**src/pxb_pkg.sv**
```systemverilog
`default_nettype none

package pxb_pkg;

    localparam int NUM_CH = 3;
    localparam int CH_W = 8;
    localparam int PROD_W = 2 * CH_W;
    localparam int RECIP_W = PROD_W;
    localparam int SCALE_W = PROD_W + RECIP_W;

    localparam logic [PROD_W-1:0] FULL_SCALE = PROD_W'(255 * 255);
    localparam logic [PROD_W-1:0] ROUND_BIAS = PROD_W'(127);
    // ceil(2^23 / 255), exact quotient for every 16-bit dividend
    localparam logic [RECIP_W-1:0] RECIP_255 = RECIP_W'(32897);
    localparam int RECIP_SHIFT = 23;

    typedef enum logic [1:0] {
        MODE_MULTIPLY = 2'd0,
        MODE_SUBTRACT = 2'd1,
        MODE_SCREEN   = 2'd2,
        MODE_OVERLAY  = 2'd3
    } blend_mode_t;

endpackage

`default_nettype wire

```
**src/pixel_layer_blend.sv**
```systemverilog
// channel | handshake              | payload
// --------+------------------------+---------------------------------------------
// in      | in_valid / in_stall    | base_red/green/blue, top_red/green/blue
// out     | out_valid / out_stall  | out_red, out_green, out_blue
// cfg     | cfg_valid / cfg_ready  | cfg_data (blend_mode, 2 bits)
//
// one word per clock while out_stall does not freeze the pipeline; an accepted word passes through
// the stage 1, 2 and 3 registers and the output register before out_valid. stages: operand select and
// multiply, scale and round bias, reciprocal multiply, result select into the output register
// rst_n clears all valid bits and sets blend_mode to multiply
// out_stall freezes the whole pipeline only while the output register is full
`default_nettype none

module pixel_layer_blend
    import pxb_pkg::*;
(
    input  wire logic              clk,
    input  wire logic              rst_n,

    input  wire logic              in_valid,
    output logic                   in_stall,
    input  wire logic [CH_W-1:0]   base_red,
    input  wire logic [CH_W-1:0]   base_green,
    input  wire logic [CH_W-1:0]   base_blue,
    input  wire logic [CH_W-1:0]   top_red,
    input  wire logic [CH_W-1:0]   top_green,
    input  wire logic [CH_W-1:0]   top_blue,

    output logic                   out_valid,
    input  wire logic              out_stall,
    output logic [CH_W-1:0]        out_red,
    output logic [CH_W-1:0]        out_green,
    output logic [CH_W-1:0]        out_blue,

    input  wire logic              cfg_valid,
    output logic                   cfg_ready,
    input  wire logic [1:0]        cfg_data
);

    blend_mode_t mode_reg;

    logic advance;

    logic [CH_W-1:0] base_ch  [NUM_CH];
    logic [CH_W-1:0] layer_ch [NUM_CH];

    logic [PROD_W-1:0]  s1_prod_next [NUM_CH];
    logic [CH_W-1:0]    s1_diff_next [NUM_CH];
    logic [NUM_CH-1:0]  s1_inv_next;
    logic [NUM_CH-1:0]  s1_dbl_next;
    logic               s1_sub_next;

    logic               s1_valid_reg;
    logic [PROD_W-1:0]  s1_prod_reg [NUM_CH];
    logic [CH_W-1:0]    s1_diff_reg [NUM_CH];
    logic [NUM_CH-1:0]  s1_inv_reg;
    logic [NUM_CH-1:0]  s1_dbl_reg;
    logic               s1_sub_reg;

    logic [PROD_W-1:0]  s2_x_next [NUM_CH];
    logic               s2_valid_reg;
    logic [PROD_W-1:0]  s2_x_reg [NUM_CH];
    logic [CH_W-1:0]    s2_diff_reg [NUM_CH];
    logic               s2_sub_reg;

    logic               s3_valid_reg;
    logic [SCALE_W-1:0] s3_prod_reg [NUM_CH];
    logic [CH_W-1:0]    s3_diff_reg [NUM_CH];
    logic               s3_sub_reg;

    logic [CH_W-1:0]    out_next [NUM_CH];
    logic               out_valid_reg;
    logic [CH_W-1:0]    out_reg [NUM_CH];

    assign base_ch[0]  = base_red;
    assign base_ch[1]  = base_green;
    assign base_ch[2]  = base_blue;
    assign layer_ch[0] = top_red;
    assign layer_ch[1] = top_green;
    assign layer_ch[2] = top_blue;

    assign advance   = !out_valid_reg || !out_stall;
    assign in_stall  = !advance;
    assign cfg_ready = 1'b1;

    always_ff @(posedge clk or negedge rst_n)
    begin
        if (!rst_n)
        begin
            mode_reg <= MODE_MULTIPLY;
        end
        else if (cfg_valid && cfg_ready)
        begin
            mode_reg <= blend_mode_t'(cfg_data);
        end
    end

    // stage 1: operand select and product
    always_comb
    begin
        logic [CH_W-1:0] op_a;
        logic [CH_W-1:0] op_b;
        s1_sub_next = (mode_reg == MODE_SUBTRACT);
        for (int c = 0; c < NUM_CH; c++)
        begin
            s1_inv_next[c] = 1'b0;
            s1_dbl_next[c] = 1'b0;
            unique case (mode_reg)
                MODE_MULTIPLY: ;
                MODE_SUBTRACT: ;
                MODE_SCREEN:   s1_inv_next[c] = 1'b1;
                MODE_OVERLAY:
                begin
                    s1_inv_next[c] = layer_ch[c][CH_W-1];
                    s1_dbl_next[c] = 1'b1;
                end
            endcase
            // 255 - v is the bitwise complement for 8-bit v
            op_a = s1_inv_next[c] ? ~base_ch[c]  : base_ch[c];
            op_b = s1_inv_next[c] ? ~layer_ch[c] : layer_ch[c];
            s1_prod_next[c] = PROD_W'(op_a) * PROD_W'(op_b);
            s1_diff_next[c] = (base_ch[c] > layer_ch[c]) ?
                              CH_W'(base_ch[c] - layer_ch[c]) : '0;
        end
    end

    // stage 2: double, complement against full scale, add rounding bias
    always_comb
    begin
        logic [PROD_W-1:0] scaled;
        logic [PROD_W-1:0] num;
        for (int c = 0; c < NUM_CH; c++)
        begin
            scaled = s1_dbl_reg[c] ? {s1_prod_reg[c][PROD_W-2:0], 1'b0} : s1_prod_reg[c];
            num = s1_inv_reg[c] ? PROD_W'(FULL_SCALE - scaled) : scaled;
            s2_x_next[c] = PROD_W'(num + ROUND_BIAS);
        end
    end

    // output select, quotient never exceeds 255
    always_comb
    begin
        for (int c = 0; c < NUM_CH; c++)
        begin
            out_next[c] = s3_sub_reg ? s3_diff_reg[c] :
                          s3_prod_reg[c][RECIP_SHIFT +: CH_W];
        end
    end

    always_ff @(posedge clk or negedge rst_n)
    begin
        if (!rst_n)
        begin
            s1_valid_reg  <= 1'b0;
            s2_valid_reg  <= 1'b0;
            s3_valid_reg  <= 1'b0;
            out_valid_reg <= 1'b0;
        end
        else if (advance)
        begin
            s1_valid_reg  <= in_valid;
            s2_valid_reg  <= s1_valid_reg;
            s3_valid_reg  <= s2_valid_reg;
            out_valid_reg <= s3_valid_reg;
        end
    end

    always_ff @(posedge clk)
    begin
        if (advance)
        begin
            s1_inv_reg <= s1_inv_next;
            s1_dbl_reg <= s1_dbl_next;
            s1_sub_reg <= s1_sub_next;
            s2_sub_reg <= s1_sub_reg;
            s3_sub_reg <= s2_sub_reg;
            for (int c = 0; c < NUM_CH; c++)
            begin
                s1_prod_reg[c] <= s1_prod_next[c];
                s1_diff_reg[c] <= s1_diff_next[c];
                s2_x_reg[c]    <= s2_x_next[c];
                s2_diff_reg[c] <= s1_diff_reg[c];
                s3_prod_reg[c] <= SCALE_W'(s2_x_reg[c]) * SCALE_W'(RECIP_255);
                s3_diff_reg[c] <= s2_diff_reg[c];
                out_reg[c]     <= out_next[c];
            end
        end
    end

    assign out_valid = out_valid_reg;
    assign out_red   = out_reg[0];
    assign out_green = out_reg[1];
    assign out_blue  = out_reg[2];

`ifndef SYNTHESIS
    a_stall_holds_input: assert property (@(posedge clk) disable iff (!rst_n)
        out_valid_reg && out_stall |-> in_stall)
        else $error("input taken while output word is held");

    a_s1_from_accept: assert property (@(posedge clk) disable iff (!rst_n)
        $rose(s1_valid_reg) |-> $past(in_valid && !in_stall))
        else $error("stage 1 valid without an accepted word");

    a_out_from_s3: assert property (@(posedge clk) disable iff (!rst_n)
        $rose(out_valid_reg) |-> $past(s3_valid_reg))
        else $error("output valid without stage 3 word");
`endif

endmodule

`default_nettype wire

```
**config.mk**
```make
export PLATFORM = sky130hd
export DESIGN_NAME = pixel_layer_blend
export DESIGN_NICKNAME = d
export VERILOG_FILES = /design/src/pxb_pkg.sv /design/src/pixel_layer_blend.sv
export SDC_FILE = /design/constraint.sdc
export NUM_CORES = 1
export LEC_CHECK = 0
export BUFFER_PORTS_ARGS = -buffer_cell sky130_fd_sc_hd__buf_2
export CAP_MARGIN = 20
export CORE_AREA = 2 2 262 160
export CTS_BUF_LIST = sky130_fd_sc_hd__clkbuf_16
export CTS_CLUSTER_SIZE = 8
export DETAILED_ROUTE_END_ITERATION = 6
export DIE_AREA = 0 0 264 162
export PLACE_DENSITY = 0.74
export REMOVE_ABC_BUFFERS = 1
export SYNTH_ARGS = -nofsm -noshare
export SYNTH_HDL_FRONTEND = slang
export SYNTH_SLANG_ARGS = --single-unit
```
**constraint.sdc**
```tcl
create_clock -name clk -period 8.3 [get_ports clk]
set_clock_uncertainty 0.15 [all_clocks]
set_input_delay 0 -clock clk [delete_from_list [all_inputs] [get_ports clk]]
set_output_delay 0 -clock clk [all_outputs]
set_load 0.05 [all_outputs]
```
; Word level (Yosys, flattened, before mapping)
; Memories as Yosys holds them, arrays and structs flattened.
; Index checks and enable logic that the tools add are counted.
[word_totals]
ram_bits = 288
regBits = 13
word_cells = 72
in_bits = 55
output_inout_bits = 27
n_memories = 7
[memory_table]
columns = name, depth, width, read_ports, rd_clocked_by_memory_dff, write_ports, line_no
row1 = s3_prod_reg, 3, 32, 3, 0, 3, pixel_layer_blend.sv:67  ; logic [SCALE_W-1:0] s3_prod_reg [NUM_CH];
row2 = s1_prod_reg, 3, 16, 3, 0, 3, pixel_layer_blend.sv:54  ; logic [PROD_W-1:0] s1_prod_reg [NUM_CH];
row3 = s2_x_reg, 3, 16, 3, 0, 3, pixel_layer_blend.sv:62  ; logic [PROD_W-1:0] s2_x_reg [NUM_CH];
row4 = out_reg, 3, 8, 3, 0, 3, pixel_layer_blend.sv:73  ; logic [CH_W-1:0] out_reg [NUM_CH];
row5 = s1_diff_reg, 3, 8, 3, 0, 3, pixel_layer_blend.sv:55  ; logic [CH_W-1:0] s1_diff_reg [NUM_CH];
row6 = s2_diff_reg, 3, 8, 3, 0, 3, pixel_layer_blend.sv:63  ; logic [CH_W-1:0] s2_diff_reg [NUM_CH];
row7 = +1 memories, n/a, n/a, n/a, n/a, n/a, n/a
[op_classes]
eq_ne = 3
bitwise = 6
addsub = 9
n_mux = 24
n_reduce_logical = 4
magnitude_cmp = 3
n_mul = 6
[ops]
columns = op, n
row1 = $mul A16 B16 Y32 const B, 3
row2 = $mux W16, 6
row3 = $mux W8, 12
row4 = $add A16 B7 Y16 const B, 3
row5 = $mul A8 B8 Y16, 3
row6 = $not A8 Y8, 6
row7 = $sub A16 B16 Y16 const A, 3
row8 = $gt A8 B8 Y1, 3
row9 = $sub A8 B8 Y8, 3
row10 = $pmux W1 S2, 3
row11 = $eq A2 B2 Y1 const B, 2
row12 = $logic_not A1 Y1, 3
row13 = $mux W1, 3
row14 = $eq A2 B1 Y1 const B, 1
row15 = $logic_or A1 B1 Y1, 1

; Longest topological paths before layout
; An unclocked memory read counts as a cell.
[logic_depth]
ltp_word = 5
mapped_depth = 22
depth_no_buf = 22

; Worst setup path after synthesis
; OpenSTA, ideal clock, no wires.
[synth_timing]
kind = register to output
start = reg out_valid_reg (netlist: out_valid)
end = out in_stall
stages_incl_launch_ff = 3
required_time_ns = 8.150
arrival_time_ns = 7.139
path_slack_ns = 1.011
n_path_buf = 0
cell_sequence = dfrtp_1 nand2_1 inv_1
[synth_via]
elab_chain_cells = 3
[synth_rtl]
columns = item, line_no
row1 = "start, declared", pixel_layer_blend.sv:72  ; logic out_valid_reg;
row2 = "start signal, assigned", pixel_layer_blend.sv:164  ; out_valid_reg <= s3_valid_reg;
row3 = $logic_not A1 Y1, pixel_layer_blend.sv:82  ; assign advance = !out_valid_reg || !out_stall;
row4 = $logic_or A1 B1 Y1, pixel_layer_blend.sv:82
row5 = $logic_not A1 Y1, pixel_layer_blend.sv:83  ; assign in_stall = !advance;
row6 = "end, declared", pixel_layer_blend.sv:21  ; output logic in_stall,
; Every way passes these cells.

==> results.md <==
* Setup CP Type: register to register
* Maximum number of pins on one net before global-route repair at 84
* Reported max-cap violation count at 0
* Max Clk Rate at around 150 MHz
* Hold path startpoint: top_blue[6]
* Vias after detailed routing at approximately 17000
* Routed wire length at just over 50000 um
* Final non-filler cell total at 2812
* Fin. Hold Viols at 0
* Global-route track usage on met3 at 5.56%
* Part of the total power dissipated in sequential elements at 27.3%
* Number of DRC markers in iteration 0 at about 1600
* Share of the clock period used by the worst path at between 80% and 90%
* Proportion of layout cells with a drive suffix above 1 at 9.12%
* Post-cts repair resize count at 0
* Critical path launch point: mode_reg[0]
* Core outline area at roughly 40000 um^2
* Leak pwr at about 0.011 uW
* Count of clock tree sinks at 229
* Power density cells at 399 nW/um^2
* Half-perimeter wire length after placement at approximately 40000 um
* Met2 global-route usage at 33.1%
* Minimum clock period at around 6.7 ns
* Req. time, crit path at around 8.4 ns
* Path type of the worst min-delay path: input port to register
* Max-Slew Margin vs Limit at a little under 30%
* Internal power contribution at about 5300 uW
* Number of remaining DRC errors at 0
* Width of the die at between 200 and 300 um
* Most congested layer reported by global routing: met1
* Actual transition at the worst max-transition pin at 1.06 ns
* Die Footprint at between 40000 and 50000 um^2
* Number of global-route vias before repair at 16100
* Number of detailed-route iterations in the first pass at 6
* TritonCTS clock tree: built
* Number of antenna violations at the first check in global routing at 1
* I/O pin total at 82
* Startpoint class of the critical path: register
* Post-detailed-placement cell area at roughly 23000 um^2
* Final slew viol count at 0
* Comb pwr share at between 50% and 60%
* Number of flops mapped to enable cells by yosys at around 220
* Reg2Reg Launch Point: mode_reg[0]
* Number of warnings issued by yosys at 0
* Worst voltage drop across the vdd grid at ~0.16 mV
* Routability Congestion at 0.951
* Final setup violation count at 0
* GR Util met1 at roughly 38%
* Most common flop cell mapped by yosys: sky130_fd_sc_hd__edfxtp_1
* Category of the worst setup path capture point: register
* Cell at the root of the clock tree: sky130_fd_sc_hd__clkbuf_16
* Post-route ant nets at 0
* Final hold slack at approximately 0.057 ns
* Clock tree buffer depth at 3
* Growth of design area from synthesis to finish at 9.02%
* GRT Util Overall at ~24%
* Post-synthesis sequential area ratio at 31.1%
* Final Util at 59.7%
* Avg Inst Size Synth at 9.96 um^2
* Synth cell types at 77
* Number of core rows at 57
* Switching Power at between 4000 and 5000 uW
* Switching share of total power at about 44%
* Setup TNS at 0 ns
* Per-cell routed wire length at ~18 um
* Die span in y at approximately 160 um
* Deepest level of the CTS H-tree at 2
* First-pass GRT wire length at around 83000 um
* Netlist area before placement at 22000 um^2
* GRT Residual Overflow at 0
* Average vias per placed instance at 5.90
* Outcome: completed
* Cell count after synthesis at 2211
* Unrepaired setup endpoints after global routing: no
* Effective utilization at floorplan at 54.7%
* Dpl cells at 2744
* Number of nets in the final layout at around 2800
* Total non-filler cell area in the finished layout at around 24000 um^2
* Maximum net fanout on the critical path at 23
* Buffers on Ports at 80
* Clock Power Share at 12.8%
* Critical path arrival at approximately 6.8 ns
* Ys async rst share at ~2.6%
* Yosys reg bits at ~230
* Source-to-sink clock delay at the later pin of the worst-skew pair at roughly 0.52 ns
* CTS clk-pin slew, worst paths at around 0.060 ns
* Total CTS buffers at 34
-- routing by layer --
| metal | share of wire [%] | wire [um] |
|---|---|---|
| met1 | 50 | 25400 |
| met2 | 39 | 19800 |
| met3 | 9.2 | 4670 |
| met4 | 2.1 | 1050 |
| met5 | 0 | 0 |
-- power by group through the flow --
| stage | Combinational [uW] | Clock (uW) | Sequential (uW) |
|---|---|---|---|
| 6_report | 5740 | 1230 | 2620 |
| 2_1_floorplan | 4100 | 0 | 2750 |
| 4_1_cts | 5740 | 1260 | 2610 |
| 3_5_place_dp | 5650 | 0 | 2620 |
| 3_3_place_gp | 5410 | 0 | 2590 |
| 5_1_grt | 6530 | 1310 | 2680 |
-- final timing paths --
check / cells after the start / endpoint / slack (ns)
max: 19 / s1_prod_reg[0][30] / 1.62
min: 5 / s1_diff_reg[0][22] / 0.06
max reg2reg: 19 / s1_prod_reg[0][30] / 1.62
min reg2reg: 0 / s3_sub_reg / 0.26
max in group asynchronous: 3 / s1_valid_reg / 7.42
min in group asynchronous: 3 / s3_valid_reg / 0.32
-- through the flow --
stage	power, uW	worst slack, ns
after floorplan	6850	-0.146
after global placement	8000	1.92
after detailed placement	8270	1.66
after CTS	9600	1.65
after global routing	10500	1.14
final	9580	1.62
-- placed cells by master, fill, tap and decap left out, drive strengths merged, types with 6 or more instances in the layout --
cell | netlist | final
or3 | 15 | 15
a211o | 9 | 9
fa | 111 | 111
o21bai | 7 | 7
xnor2 | 98 | 98
mux2 | 39 | 39
mux2i | 46 | 46
a31oi | 11 | 11
o211ai | 13 | 13
buf | 24 | 90
a21o | 25 | 25
and2 | 10 | 10
nor2b | 42 | 42
edfxtp | 223 | 223
inv | 206 | 209
o2111ai | 6 | 6
nand2b | 24 | 24
and3 | 11 | 11
o21a | 19 | 19
clkbuf | 64 | 34
nand3 | 132 | 132
dfrtp | 6 | 6
ha | 330 | 330
nand4 | 17 | 17
o41ai | 11 | 11
dlygate4sd3 | 0 | 26
o21ai | 172 | 172
or2 | 28 | 28
nor3 | 52 | 52
xor2 | 35 | 35
a21oi | 78 | 78
nor4 | 7 | 7
o22ai | 8 | 8
nor2 | 104 | 104
clkinv | 5 | 9
nand2 | 148 | 148
a211oi | 14 | 14
-- cell families after synthesis --
family          Yosys count  synth area share, %
simple gates            609                 13.7
fa+ha+maj               441                 28.9
compound gates          414                 11.6
buf+inv                 299                 5.26
flops                   229                 31.1
xor+xnor                133                 5.29
mux                      85                 4.09
other cells               1               0.0170
-- cells in the mapped netlist, drive strengths merged (4+ instances only) --
master / number / area share [%]
a211o: 9 / 0.36
a211oi: 14 / 0.50
a21boi: 5 / 0.17
a21o: 25 / 0.85
a21oi: 78 / 1.8
a31oi: 11 / 0.31
and2: 10 / 0.28
and3: 11 / 0.31
buf: 24 / 0.57
clkbuf: 64 / 1.1
clkinv: 5 / 0.085
dfrtp: 6 / 0.68
edfxtp: 223 / 30
fa: 111 / 10
ha: 330 / 19
inv: 206 / 3.5
mux2: 39 / 2.0
mux2i: 46 / 2.1
nand2: 148 / 2.5
nand2b: 24 / 0.68
nand3: 132 / 3.0
nand3b: 5 / 0.17
nand4: 17 / 0.48
nor2: 104 / 1.8
nor2b: 42 / 1.2
nor3: 52 / 1.2
nor4: 7 / 0.23
nor4b: 4 / 0.19
o2111ai: 6 / 0.24
o211ai: 13 / 0.44
o21a: 19 / 0.65
o21ai: 172 / 3.9
o21bai: 7 / 0.24
o22ai: 8 / 0.23
o31ai: 5 / 0.23
o41ai: 11 / 0.44
or2: 28 / 0.80
or3: 15 / 0.45
xnor2: 98 / 3.9
xor2: 35 / 1.4
-- worst max-delay path: stages (launching register included) --
cell,delay [ns]
sky130_fd_sc_hd__dfrtp_1,0.36
sky130_fd_sc_hd__inv_1,0.12
sky130_fd_sc_hd__o21ai_2,0.64
sky130_fd_sc_hd__clkinv_1,0.46
sky130_fd_sc_hd__nor2_1,0.49
sky130_fd_sc_hd__a21oi_1,0.16
sky130_fd_sc_hd__fa_1,0.48
sky130_fd_sc_hd__fa_1,0.53
sky130_fd_sc_hd__inv_1,0.07
sky130_fd_sc_hd__fa_1,0.54
sky130_fd_sc_hd__inv_1,0.06
sky130_fd_sc_hd__fa_1,0.53
sky130_fd_sc_hd__inv_1,0.04
sky130_fd_sc_hd__ha_1,0.33
sky130_fd_sc_hd__or3_1,0.39
sky130_fd_sc_hd__a41oi_1,0.33
sky130_fd_sc_hd__nor2b_1,0.08
sky130_fd_sc_hd__o21a_1,0.19
sky130_fd_sc_hd__o41ai_1,0.33
sky130_fd_sc_hd__xnor2_1,0.13
-- layout make-up --
type                            count  area, um^2
Tap cell                          531         664
Fill cell                        3382       16200
Timing Repair Buffer              116         736
Multi-Input combinational cell   1683       14000
Sequential cell                   229        6850
Antenna cell                        1        2.50
Inverter                          211         792
Clock buffer                       34         851
Clock inverter                      7        77.6
-- timing repair --
item	CTS	global route
hold endpoints to repair	27	0
setup buffers	0	0
hold buffers	26	0
Power figures use the tool's default switching activity.
